$ cat src/design/erff_pkg.sv
`timescale 1ns / 1ps
// Shared types, constants and functions of the Ethernet receive frame filter.
package erff_pkg;

   localparam int DEFAULT_LENGTH_BITS = 16;
   localparam int HEADER_BYTES        = 14;
   localparam int FCS_BYTES           = 4;
   localparam int MIN_FRAME_BYTES     = HEADER_BYTES + FCS_BYTES;
   localparam int ADDR_BYTES          = 6;
   localparam int TYPE_HI_POS         = 12;
   localparam int TYPE_LO_POS         = 13;
   localparam int FRAME_LEN_BITS      = 16;
   localparam int MAC_BITS            = 48;
   localparam int QUEUE_DEPTH         = 4;

   localparam logic [31:0] CRC_POLY     = 32'hEDB88320;
   localparam logic [31:0] CRC_ALL_ONES = 32'hFFFFFFFF;
   localparam logic [7:0]  BYTE_ONES    = 8'hFF;

   localparam logic [15:0] ETYPE_IPV4 = 16'h0800;
   localparam logic [15:0] ETYPE_ARP  = 16'h0806;
   localparam logic [15:0] ETYPE_RARP = 16'h8035;
   localparam logic [15:0] ETYPE_SNMP = 16'h814C;
   localparam logic [15:0] ETYPE_IPX  = 16'h8137;
   localparam logic [15:0] ETYPE_IPV6 = 16'h86DD;
   localparam logic [15:0] ETYPE_PPP  = 16'h880B;

   typedef enum logic [1:0] {
      VERDICT_ACCEPT      = 2'd0,
      VERDICT_ADDR_REJECT = 2'd1,
      VERDICT_CRC_ERROR   = 2'd2,
      VERDICT_RUNT        = 2'd3
   } verdict_type;

   typedef enum logic [2:0] {
      CLASS_OTHER = 3'd0,
      CLASS_IPV4  = 3'd1,
      CLASS_ARP   = 3'd2,
      CLASS_RARP  = 3'd3,
      CLASS_SNMP  = 3'd4,
      CLASS_IPX   = 3'd5,
      CLASS_IPV6  = 3'd6,
      CLASS_PPP   = 3'd7
   } class_type;

   typedef struct packed {
      logic [7:0]                data;
      logic                      last;
      logic                      addr_en;
      logic [2:0]                addr_idx;
      logic                      type_hi;
      logic                      type_lo;
      logic                      shift_en;
      logic                      crc_en;
      logic [FRAME_LEN_BITS-1:0] length;
   } qentry_type;

   function automatic logic [31:0] crc_byte(input logic [31:0] crc, input logic [7:0] b);
      logic [31:0] c;
      c = crc ^ {24'h0, b};
      for (int k = 0; k < 8; k++) begin
         c = c[0] ? ((c >> 1) ^ CRC_POLY) : (c >> 1);
      end
      return c;
   endfunction

   function automatic class_type classify(input logic [15:0] t);
      class_type c;
      unique case (t)
         ETYPE_IPV4: c = CLASS_IPV4;
         ETYPE_ARP:  c = CLASS_ARP;
         ETYPE_RARP: c = CLASS_RARP;
         ETYPE_SNMP: c = CLASS_SNMP;
         ETYPE_IPX:  c = CLASS_IPX;
         ETYPE_IPV6: c = CLASS_IPV6;
         ETYPE_PPP:  c = CLASS_PPP;
         default:    c = CLASS_OTHER;
      endcase
      return c;
   endfunction

endpackage

$ cat src/design/ethernet_rx_frame_filter.sv
`timescale 1ns / 1ps
// Top level of the Ethernet receive frame filter.
// Throughput: one byte per cycle while the queue is not full and no stalled result holds
//   back a last byte; the front end counts bytes and the back end folds one byte a cycle
//   into the CRC, so frames stream back to back. The last byte of a frame passes through
//   the byte queue and then the result register before its verdict is valid.
// Reset: synchronous, active high; clears the queue, the frame state and the result valid,
//   and sets the station address to zero. No clearing pass is needed.
module ethernet_rx_frame_filter import erff_pkg::*; #(
   parameter int LENGTH_BITS = DEFAULT_LENGTH_BITS
) (
   input  logic                      clock,
   input  logic                      reset,
   input  logic                      csr_valid,
   output logic                      csr_ready,
   input  logic [MAC_BITS-1:0]       csr_station_mac,
   input  logic                      req_valid,
   output logic                      req_stall,
   input  logic [7:0]                req_data_byte,
   input  logic                      req_end_of_frame,
   output logic                      rsp_valid,
   input  logic                      rsp_stall,
   output logic [1:0]                rsp_verdict,
   output logic                      rsp_is_broadcast,
   output logic                      rsp_is_station_match,
   output logic [15:0]               rsp_ether_type,
   output logic [2:0]                rsp_upper_class,
   output logic [FRAME_LEN_BITS-1:0] rsp_frame_length
);

   logic [MAC_BITS-1:0] station_mac_ff;
   logic [MAC_BITS-1:0] station_mac_in;
   logic                push;
   logic                queue_full;
   logic                q_valid;
   logic                q_pop;
   qentry_type          push_entry;
   qentry_type          q_entry;

   assign csr_ready      = 1'b1;
   assign station_mac_in = (csr_valid && csr_ready) ? csr_station_mac : station_mac_ff;

   always_ff @(posedge clock) begin
      if (reset) begin
         station_mac_ff <= '0;
      end else begin
         station_mac_ff <= station_mac_in;
      end
   end

   erff_front #(
      .LENGTH_BITS(LENGTH_BITS)
   ) u_front (
      .clock            (clock),
      .reset            (reset),
      .req_valid        (req_valid),
      .req_data_byte    (req_data_byte),
      .req_end_of_frame (req_end_of_frame),
      .queue_full       (queue_full),
      .req_stall        (req_stall),
      .push             (push),
      .entry            (push_entry)
   );

   erff_queue u_queue (
      .clock      (clock),
      .reset      (reset),
      .push       (push),
      .push_entry (push_entry),
      .pop        (q_pop),
      .full       (queue_full),
      .out_valid  (q_valid),
      .out_entry  (q_entry)
   );

   erff_back u_back (
      .clock                (clock),
      .reset                (reset),
      .q_valid              (q_valid),
      .q_entry              (q_entry),
      .station_mac          (station_mac_ff),
      .rsp_stall            (rsp_stall),
      .q_pop                (q_pop),
      .rsp_valid            (rsp_valid),
      .rsp_verdict          (rsp_verdict),
      .rsp_is_broadcast     (rsp_is_broadcast),
      .rsp_is_station_match (rsp_is_station_match),
      .rsp_ether_type       (rsp_ether_type),
      .rsp_upper_class      (rsp_upper_class),
      .rsp_frame_length     (rsp_frame_length)
   );

endmodule

$ cat src/design/erff_front.sv
`timescale 1ns / 1ps
// Front end: accepts frame bytes, tracks position and tags each byte for the back end.
module erff_front import erff_pkg::*; #(
   parameter int LENGTH_BITS = DEFAULT_LENGTH_BITS
) (
   input  logic       clock,
   input  logic       reset,
   input  logic       req_valid,
   input  logic [7:0] req_data_byte,
   input  logic       req_end_of_frame,
   input  logic       queue_full,
   output logic       req_stall,
   output logic       push,
   output qentry_type entry
);

   localparam logic [LENGTH_BITS-1:0] COUNT_MAX = {LENGTH_BITS{1'b1}};

   logic [LENGTH_BITS-1:0] count_ff;
   logic [LENGTH_BITS-1:0] count_in;
   logic [LENGTH_BITS-1:0] length;

   assign req_stall = queue_full;
   assign push      = req_valid && !queue_full;
   assign length    = (count_ff == COUNT_MAX) ? COUNT_MAX : count_ff + 1'b1;

   always_comb begin
      entry.data     = req_data_byte;
      entry.last     = req_end_of_frame;
      entry.addr_en  = count_ff < LENGTH_BITS'(ADDR_BYTES);
      entry.addr_idx = count_ff[2:0];
      entry.type_hi  = count_ff == LENGTH_BITS'(TYPE_HI_POS);
      entry.type_lo  = count_ff == LENGTH_BITS'(TYPE_LO_POS);
      entry.shift_en = count_ff >= LENGTH_BITS'(HEADER_BYTES);
      entry.crc_en   = count_ff >= LENGTH_BITS'(MIN_FRAME_BYTES);
      entry.length   = FRAME_LEN_BITS'(length);
   end

   always_comb begin
      count_in = count_ff;
      if (push) begin
         count_in = req_end_of_frame ? '0 : length;
      end
   end

   always_ff @(posedge clock) begin
      if (reset) begin
         count_ff <= '0;
      end else begin
         count_ff <= count_in;
      end
   end

endmodule

$ cat src/design/erff_queue.sv
`timescale 1ns / 1ps
// Short queue of tagged bytes between the front and back ends.
module erff_queue import erff_pkg::*; (
   input  logic       clock,
   input  logic       reset,
   input  logic       push,
   input  qentry_type push_entry,
   input  logic       pop,
   output logic       full,
   output logic       out_valid,
   output qentry_type out_entry
);

   localparam int PTR_BITS   = $clog2(QUEUE_DEPTH);
   localparam int COUNT_BITS = $clog2(QUEUE_DEPTH + 1);

   qentry_type             slots_ff [QUEUE_DEPTH];
   logic [PTR_BITS-1:0]    wr_ptr_ff;
   logic [PTR_BITS-1:0]    wr_ptr_in;
   logic [PTR_BITS-1:0]    rd_ptr_ff;
   logic [PTR_BITS-1:0]    rd_ptr_in;
   logic [COUNT_BITS-1:0]  count_ff;
   logic [COUNT_BITS-1:0]  count_in;
   logic                   do_pop;

   assign full      = count_ff == COUNT_BITS'(QUEUE_DEPTH);
   assign out_valid = count_ff != '0;
   assign out_entry = slots_ff[rd_ptr_ff];
   assign do_pop    = pop && out_valid;

   always_comb begin
      wr_ptr_in = push ? wr_ptr_ff + 1'b1 : wr_ptr_ff;
      rd_ptr_in = do_pop ? rd_ptr_ff + 1'b1 : rd_ptr_ff;
      count_in  = count_ff;
      if (push && !do_pop) begin
         count_in = count_ff + 1'b1;
      end else if (do_pop && !push) begin
         count_in = count_ff - 1'b1;
      end
   end

   always_ff @(posedge clock) begin
      if (push) begin
         slots_ff[wr_ptr_ff] <= push_entry;
      end
   end

   always_ff @(posedge clock) begin
      if (reset) begin
         wr_ptr_ff <= '0;
         rd_ptr_ff <= '0;
         count_ff  <= '0;
      end else begin
         wr_ptr_ff <= wr_ptr_in;
         rd_ptr_ff <= rd_ptr_in;
         count_ff  <= count_in;
      end
   end

endmodule

$ cat src/design/erff_back.sv
`timescale 1ns / 1ps
// Back end: address match, ethertype capture, CRC check and the per-frame verdict register.
module erff_back import erff_pkg::*; (
   input  logic                      clock,
   input  logic                      reset,
   input  logic                      q_valid,
   input  qentry_type                q_entry,
   input  logic [MAC_BITS-1:0]       station_mac,
   input  logic                      rsp_stall,
   output logic                      q_pop,
   output logic                      rsp_valid,
   output logic [1:0]                rsp_verdict,
   output logic                      rsp_is_broadcast,
   output logic                      rsp_is_station_match,
   output logic [15:0]               rsp_ether_type,
   output logic [2:0]                rsp_upper_class,
   output logic [FRAME_LEN_BITS-1:0] rsp_frame_length
);

   logic [31:0]               crc_ff;
   logic [31:0]               crc_in;
   logic [7:0]                tail_ff [FCS_BYTES];
   logic [7:0]                tail_in [FCS_BYTES];
   logic                      bcast_ff;
   logic                      bcast_in;
   logic                      station_ff;
   logic                      station_in;
   logic [15:0]               etype_ff;
   logic [15:0]               etype_in;
   logic                      rsp_valid_ff;
   logic                      rsp_valid_in;
   verdict_type               verdict_ff;
   verdict_type               verdict_in;
   logic                      res_bcast_ff;
   logic                      res_bcast_in;
   logic                      res_station_ff;
   logic                      res_station_in;
   logic [15:0]               res_etype_ff;
   logic [2:0]                res_class_ff;
   logic [FRAME_LEN_BITS-1:0] res_length_ff;
   logic [7:0]                own_byte;
   logic [31:0]               fcs;
   logic                      load;
   logic                      long_enough;

   assign q_pop = q_valid && (!q_entry.last || !rsp_valid_ff || !rsp_stall);
   assign load  = q_pop && q_entry.last;

   always_comb begin
      case (q_entry.addr_idx)
         3'd0:    own_byte = station_mac[47:40];
         3'd1:    own_byte = station_mac[39:32];
         3'd2:    own_byte = station_mac[31:24];
         3'd3:    own_byte = station_mac[23:16];
         3'd4:    own_byte = station_mac[15:8];
         default: own_byte = station_mac[7:0];
      endcase
   end

   always_comb begin
      crc_in     = crc_ff;
      tail_in    = tail_ff;
      bcast_in   = bcast_ff;
      station_in = station_ff;
      etype_in   = etype_ff;
      if (q_entry.addr_en) begin
         bcast_in   = bcast_ff && (q_entry.data == BYTE_ONES);
         station_in = station_ff && (q_entry.data == own_byte);
      end
      if (q_entry.type_hi) begin
         etype_in[15:8] = q_entry.data;
      end
      if (q_entry.type_lo) begin
         etype_in[7:0] = q_entry.data;
      end
      if (q_entry.crc_en) begin
         crc_in = crc_byte(crc_ff, tail_ff[0]);
      end
      if (q_entry.shift_en) begin
         for (int i = 0; i < FCS_BYTES - 1; i++) begin
            tail_in[i] = tail_ff[i+1];
         end
         tail_in[FCS_BYTES-1] = q_entry.data;
      end
   end

   always_comb begin
      fcs            = {tail_in[3], tail_in[2], tail_in[1], tail_in[0]};
      long_enough    = q_entry.length >= FRAME_LEN_BITS'(ADDR_BYTES);
      res_bcast_in   = long_enough && bcast_in;
      res_station_in = long_enough && station_in;
      if (q_entry.length < FRAME_LEN_BITS'(MIN_FRAME_BYTES)) begin
         verdict_in = VERDICT_RUNT;
      end else if (!res_bcast_in && !res_station_in) begin
         verdict_in = VERDICT_ADDR_REJECT;
      end else if ((crc_in ^ CRC_ALL_ONES) != fcs) begin
         verdict_in = VERDICT_CRC_ERROR;
      end else begin
         verdict_in = VERDICT_ACCEPT;
      end
      rsp_valid_in = load ? 1'b1 : (rsp_stall ? rsp_valid_ff : 1'b0);
   end

   always_ff @(posedge clock) begin
      if (reset || load) begin
         crc_ff     <= CRC_ALL_ONES;
         bcast_ff   <= 1'b1;
         station_ff <= 1'b1;
         etype_ff   <= '0;
         for (int i = 0; i < FCS_BYTES; i++) begin
            tail_ff[i] <= '0;
         end
      end else if (q_pop) begin
         crc_ff     <= crc_in;
         bcast_ff   <= bcast_in;
         station_ff <= station_in;
         etype_ff   <= etype_in;
         tail_ff    <= tail_in;
      end
   end

   always_ff @(posedge clock) begin
      if (reset) begin
         rsp_valid_ff <= 1'b0;
      end else begin
         rsp_valid_ff <= rsp_valid_in;
      end
   end

   always_ff @(posedge clock) begin
      if (load) begin
         verdict_ff     <= verdict_in;
         res_bcast_ff   <= res_bcast_in;
         res_station_ff <= res_station_in;
         res_etype_ff   <= etype_in;
         res_class_ff   <= classify(etype_in);
         res_length_ff  <= q_entry.length;
      end
   end

   assign rsp_valid            = rsp_valid_ff;
   assign rsp_verdict          = verdict_ff;
   assign rsp_is_broadcast     = res_bcast_ff;
   assign rsp_is_station_match = res_station_ff;
   assign rsp_ether_type       = res_etype_ff;
   assign rsp_upper_class      = res_class_ff;
   assign rsp_frame_length     = res_length_ff;

endmodule

$ cat config.mk
export PLATFORM = sky130hd
export DESIGN_NAME = ethernet_rx_frame_filter
export DESIGN_NICKNAME = d
export VERILOG_FILES = /design/src/design/erff_pkg.sv /design/src/design/ethernet_rx_frame_filter.sv /design/src/design/erff_front.sv /design/src/design/erff_queue.sv /design/src/design/erff_back.sv
export SDC_FILE = /design/constraint.sdc
export NUM_CORES = 1
export LEC_CHECK = 0
export BUFFER_PORTS_ARGS = -buffer_cell sky130_fd_sc_hd__buf_2
export CAP_MARGIN = 25
export CORE_ASPECT_RATIO = 1.2
export CORE_UTILIZATION = 50
export DETAILED_ROUTE_END_ITERATION = 12
export PLACE_DENSITY = 0.68
export SYNTH_ARGS = -nofsm -noshare
export SYNTH_HDL_FRONTEND = slang
export SYNTH_SLANG_ARGS = --single-unit
$ cat constraint.sdc
create_clock -name clock -period 5 [get_ports clock]
set_clock_uncertainty 0.2 [all_clocks]
set_input_delay 0.5 -clock clock [delete_from_list [all_inputs] [get_ports clock]]
set_output_delay 0.5 -clock clock [all_outputs]
set_load 0.005 [all_outputs]
# Word-level counts from Yosys, hierarchy flattened
# Memory sizes are Yosys's and may differ from the RTL's. A register that Yosys moved wholly into a read port is not among the register bits.
# Index checks and enable logic that the tools add are counted.
[totals]
rom_bits = 0
register_bits = 193
latch_bits = 0
mem_count = 1
out_inout_bits = 42
mem_bits_rw = 132
elab_cells = 115
[classes]
n_mux = 28
shift = 0
magnitude_cmp = 5
eq_ne = 19
reduce_logical = 26
div = 0
n_bitwise = 10
multipliers = 0
add_sub_neg = 5
[mem_list]
columns = ["memory", "depth", "word_bits", "read_ports", "rd_ports_with_merged_regs", "wr", "line", "text"]
rows = [
  ["u_queue.slots_ff", 4, 33, 1, 1, 1, "erff_queue.sv:17", "qentry_type slots_ff [QUEUE_DEPTH];"],
]
[ops]
columns = ["op", "count"]
rows = [
  ["$mux 32", 10],
  ["$not 13->14", 8],
  ["$eq 16x16->1 const B", 6],
  ["$pmux 8 s5", 1],
  ["$eq 16x12->1 const B", 2],
  ["$eq 16x4->1 const B", 2],
  ["$mux 16", 2],
  ["$ne 32x32->1", 1],
  ["$not 32->32", 1],
  ["$xor 32x8->32", 1],
  ["$pmux 3 s7", 1],
  ["$add 16x1->16 const B", 1],
  ["$ge 16x3->1 const B", 1],
  ["$ge 16x4->1 const B", 1],
  ["$ge 16x5->1 const B", 1],
  ["$lt 16x3->1 const B", 1],
  ["$lt 16x5->1 const B", 1],
  ["$mux 8", 2],
  ["$logic_and 1x1->1", 11],
  ["$eq 8x8->1", 1],
  ["$eq 8x8->1 const B", 1],
  ["$logic_not 1->1", 8],
  ["$mux 2", 4],
  ["$eq 3x2->1 const B", 2],
  ["other kinds (13)", 23],
]

# Longest topological paths before layout
[logic_depth]
word_depth = 22
ltp_mapped = 12
ltp_nobuf = 9

# Cells and area by module
# Synthesis repeated with hierarchy kept, for this count alone.
[hier_totals]
cells_unflattened = 1310
hier_area_um2 = 15810.2
[modules_own_cells]
columns = ["mod", "area_each_um2", "seq_area_each_um2", "n_inst", "cells_per_inst"]
rows = [
  ["erff_back", 7428.4, 2832.7, 1, 756],
  ["erff_queue", 5252.5, 4144.0, 1, 217],
  ["ethernet_rx_frame_filter", 1740.4, 960.9, 1, 157],
  ["erff_front", 1388.8, 320.3, 1, 180],
]

# Worst setup path after synthesis
# OpenSTA, ideal clock, no wires.
[synth_timing]
path_kind = "reg-to-reg"
start = "reg with a tool-made name"
end = "reg u_back.crc_ff[6]"
setup_slack_ns = 1.508
path_stages_with_launch = 10
arrival_ns = 3.213
synth_period_minus_slack_ns = 3.492
path_cell_list = "dfxtp_1 buf_6 buf_2 mux4_2 a31oi_1 nand2_1 inv_1 nor2_1 clkbuf_1 o211ai_1"
[synth_lines]
columns = ["element", "line", "text"]
rows = [
  ["to (signal assigned)", "erff_back.sv:114", "crc_ff <= crc_in;"],
  ["to (decl)", "erff_back.sv:20", "logic [31:0] crc_ff;"],
]

==> flow_metrics.env <==
export IMPL_status="finished, final reports clean"
export IMPL_synthFlopType="edfxtp_1"
export IMPL_rsz0062_at_grt="no"
export IMPL_antenna_found_initial=0
export IMPL_p_sw_frac=0.383
export IMPL_mostFrequentLayoutCell="edfxtp_1"
export IMPL_required_ps=5060
export IMPL_path_max_fanout=21
export IMPL_ys_seq_area_frac=0.552
export IMPL_core_area_um2=29500
export IMPL_switchingPower_uw=4210
export IMPL_floorplan_rows=69
export IMPL_setup_viol=0
export IMPL_fin_crit_sh=0.787
export IMPL_mostFrequentLayoutCells="edfxtp_1 (171), dfxtp_1 (155), nand2_1 (122), nor2_1 (122), mux2i_1 (112)"
export IMPL_drt_initial_drc_count=671
export IMPL_slew_headroom=0.336
export IMPL_dieArea_um2=30600
export IMPL_cts_tree="built"
export IMPL_start_util=0.507
export IMPL_slew_violations=0
export IMPL_seqPwrFrac=0.342
export IMPL_cts_root_buf="clkbuf_16"
export IMPL_cp_end_kind="flop"
export IMPL_clk_path_buf_depth=3
export IMPL_syn_inst=1282
export IMPL_fin_nets=1449
export IMPL_pwr_share_comb=0.430
export IMPL_ys_warn_count=0
export IMPL_grt_overflow_total=0
export IMPL_io_buffers=102
export IMPL_antenna_left=0
export IMPL_min_path_type="primary input to flop"
export IMPL_die_x_um=160
export IMPL_maxCapViolations=0
export IMPL_htreeDepth=2
export IMPL_antenna_cells=0
export IMPL_routed_wl_mm=34.1
export IMPL_routabilityCongestion=0.945
export IMPL_area_growth_syn_to_layout_pct=14.3
export IMPL_boundaryPins=104
export IMPL_syn_area_per_cell_um2=11.7
export IMPL_wl_per_cell_um=19.0
export IMPL_syn_area_um2=15000
export IMPL_post_cts_resized=0
export IMPL_tns_ps=0
export IMPL_fillers=2457
export IMPL_first_global_vias=9686
export IMPL_insertion_delay_ps=530
export IMPL_critical_path_class="flop to flop"
export IMPL_cts_clk_slew_worst_paths_ps=60
export IMPL_drive_gt1_frac=0.167
export IMPL_cp_start_kind="flop"
export IMPL_worst_pin_slew_ps=996
export IMPL_cts_sinks=327
export IMPL_synth_edf_count=171
export IMPL_hold_ws_ps=15.1
export IMPL_grt_pass1_wl_mm=53.7
export IMPL_p_per_area_nw_per_um2=642
export IMPL_min_period_ps=3930
export IMPL_fp_dieH_um=192
export IMPL_max_freq_ghz=0.254
export IMPL_num_vias=9920
export IMPL_async_flop_share=0
export IMPL_ys_ff_latch=327
export IMPL_syn_num_nets=1354
export IMPL_synth_cell_type_count=73
export IMPL_p_leak_uw=0.00653
export IMPL_grt_start_max_net_pins=61
export IMPL_via_per_inst=5.53
export IMPL_grtUsageTotal=0.225
export IMPL_dr_pass1_iters=5
export IMPL_dp_hpwl_mm=23.2
export IMPL_post_route_drc_count=0
export IMPL_cp_arrival_ps=3990
export IMPL_fin_area_um2=17100
export IMPL_ir_drop_uv=335
export IMPL_p_int_uw=6770
export IMPL_hold_viol=0
export IMPL_clkPwrFrac=0.228
export IMPL_place_area_um2=15800
export IMPL_cts_buffers=35
-- sequential cells by signal, indices dropped and copies added, names as in the netlist, 2 cells and up, named ones only --
| signal | cells |
|---|---|
| u_back.rsp_verdict | 2 |
| u_queue.slots_ff | 132 |
| u_back.tail_ff | 32 |
| u_queue.count_ff | 3 |
| u_front.count_ff | 16 |
| u_back.crc_ff | 32 |
| u_back.rsp_frame_length | 16 |
| u_queue.rd_ptr_ff | 2 |
| u_queue.wr_ptr_ff | 2 |
| u_back.etype_ff | 16 |
| u_back.rsp_ether_type | 16 |
| u_back.rsp_upper_class | 3 |
| station_mac_ff | 48 |
-- worst paths after layout --
| check | from | to | slack, ps | cells past startpoint |
|---|---|---|---|---|
| setup / recovery | flop | u_back.rsp_verdict[0] | 1070 | 8 |
| hold / removal | csr_station_mac[46] | station_mac_ff[46] | 20 | 3 |
| setup reg to reg | flop | u_back.rsp_verdict[0] | 1070 | 8 |
| hold reg to reg | u_back.tail_ff[28] | u_back.tail_ff[28] | 280 | 2 |
-- repair_timing --
| item | CTS | global route |
|---|---|---|
| hold endpoints to repair | 36 | 0 |
| hold buffers | 15 | 0 |
| buffers inserted | 0 | 0 |
-- synthesized netlist by cell type (all sizes together), types with 6 or more instances --
library cell  number  area (µm²)
edfxtp           171        5130
inv               31         116
buf               23         118
nand2b             6        37.5
mux2i            112        1120
nor4              11        68.8
mux2               7        78.8
o211ai            29         218
nand4             11        68.8
xor2              46         403
and3               8        50.1
ha                 9         113
a31oi             13        81.3
clkbuf            58         218
mux4              33         743
a211oi            18         140
nand3             18        95.1
xnor3              6         135
and2               8        50.1
nor2             124         468
nand2            123         464
a21oi             59         295
nor3              17        85.1
xnor2             93         830
dfxtp            156        3120
a22oi             11        82.6
o21ai             21         105
-- logic make-up after synthesis --
group | count (synthesis) | share of synthesized area
buf+inv | 112 | 0.0302
fa+ha+maj | 10 | 0.00886
compound gates | 188 | 0.0841
flops | 327 | 0.552
mux | 152 | 0.130
other cells | 1 | 0.000250
simple gates | 346 | 0.102
xor+xnor | 146 | 0.0929
-- final cells by class --
class                           count  area [µm²]  share of cell area
Sequential cell                   327        8260               0.483
Multi-Input combinational cell    843        6280               0.367
Clock buffer                       40         895              0.0523
Timing Repair Buffer              139         838              0.0490
Tap cell                          390         488              0.0285
Clock inverter                     24         231              0.0135
Inverter                           31         116             0.00680
-- metrics by stage --
| step | power (µW) | instances | setup slack [ps] | utilization |
|---|---|---|---|---|
| 2_1_floorplan | 7240 | 1282 | 1510 | - |
| 3_3_place_gp | 8460 | 1714 | 1100 | 0.536 |
| 3_5_place_dp | 8500 | 1714 | 1060 | 0.536 |
| 4_1_cts | 11000 | 1793 | 1030 | 0.579 |
| 5_1_grt | 11600 | 1794 | 861 | 0.580 |
| 6_report | 11000 | 1794 | 1070 | 0.580 |
-- power by group through the flow --
stage               Clock, µW  Sequential [µW]  Combinational [µW]
finish                   2500             3760                4730
global route             2660             3810                5170
CTS                      2550             3760                4730
detailed placement          0             3810                4690
global placement            0             3800                4660
floorplan                   0             3710                3530
-- per-layer routing --
metal | track usage | vias to the layer above | share of wire
li1 | - | 4822 | -
met3 | 0.0315 | 68 | 0.040
met4 | 0.0908 | 0 | 0.033
met2 | 0.394 | 252 | 0.51
met1 | 0.280 | 4778 | 0.42
met5 | 0 | - | 0
-- worst max-delay path, stage by stage, from the launching register on --
cell and delay, ps:
dfxtp_2 690, mux4_2 810, mux2_1 400, a32oi_1 210, a311oi_1 130, a2111o_1 440
a2111oi_4 440, a21oi_1 120, or2_1 230
(Power assumes the default switching activity.)
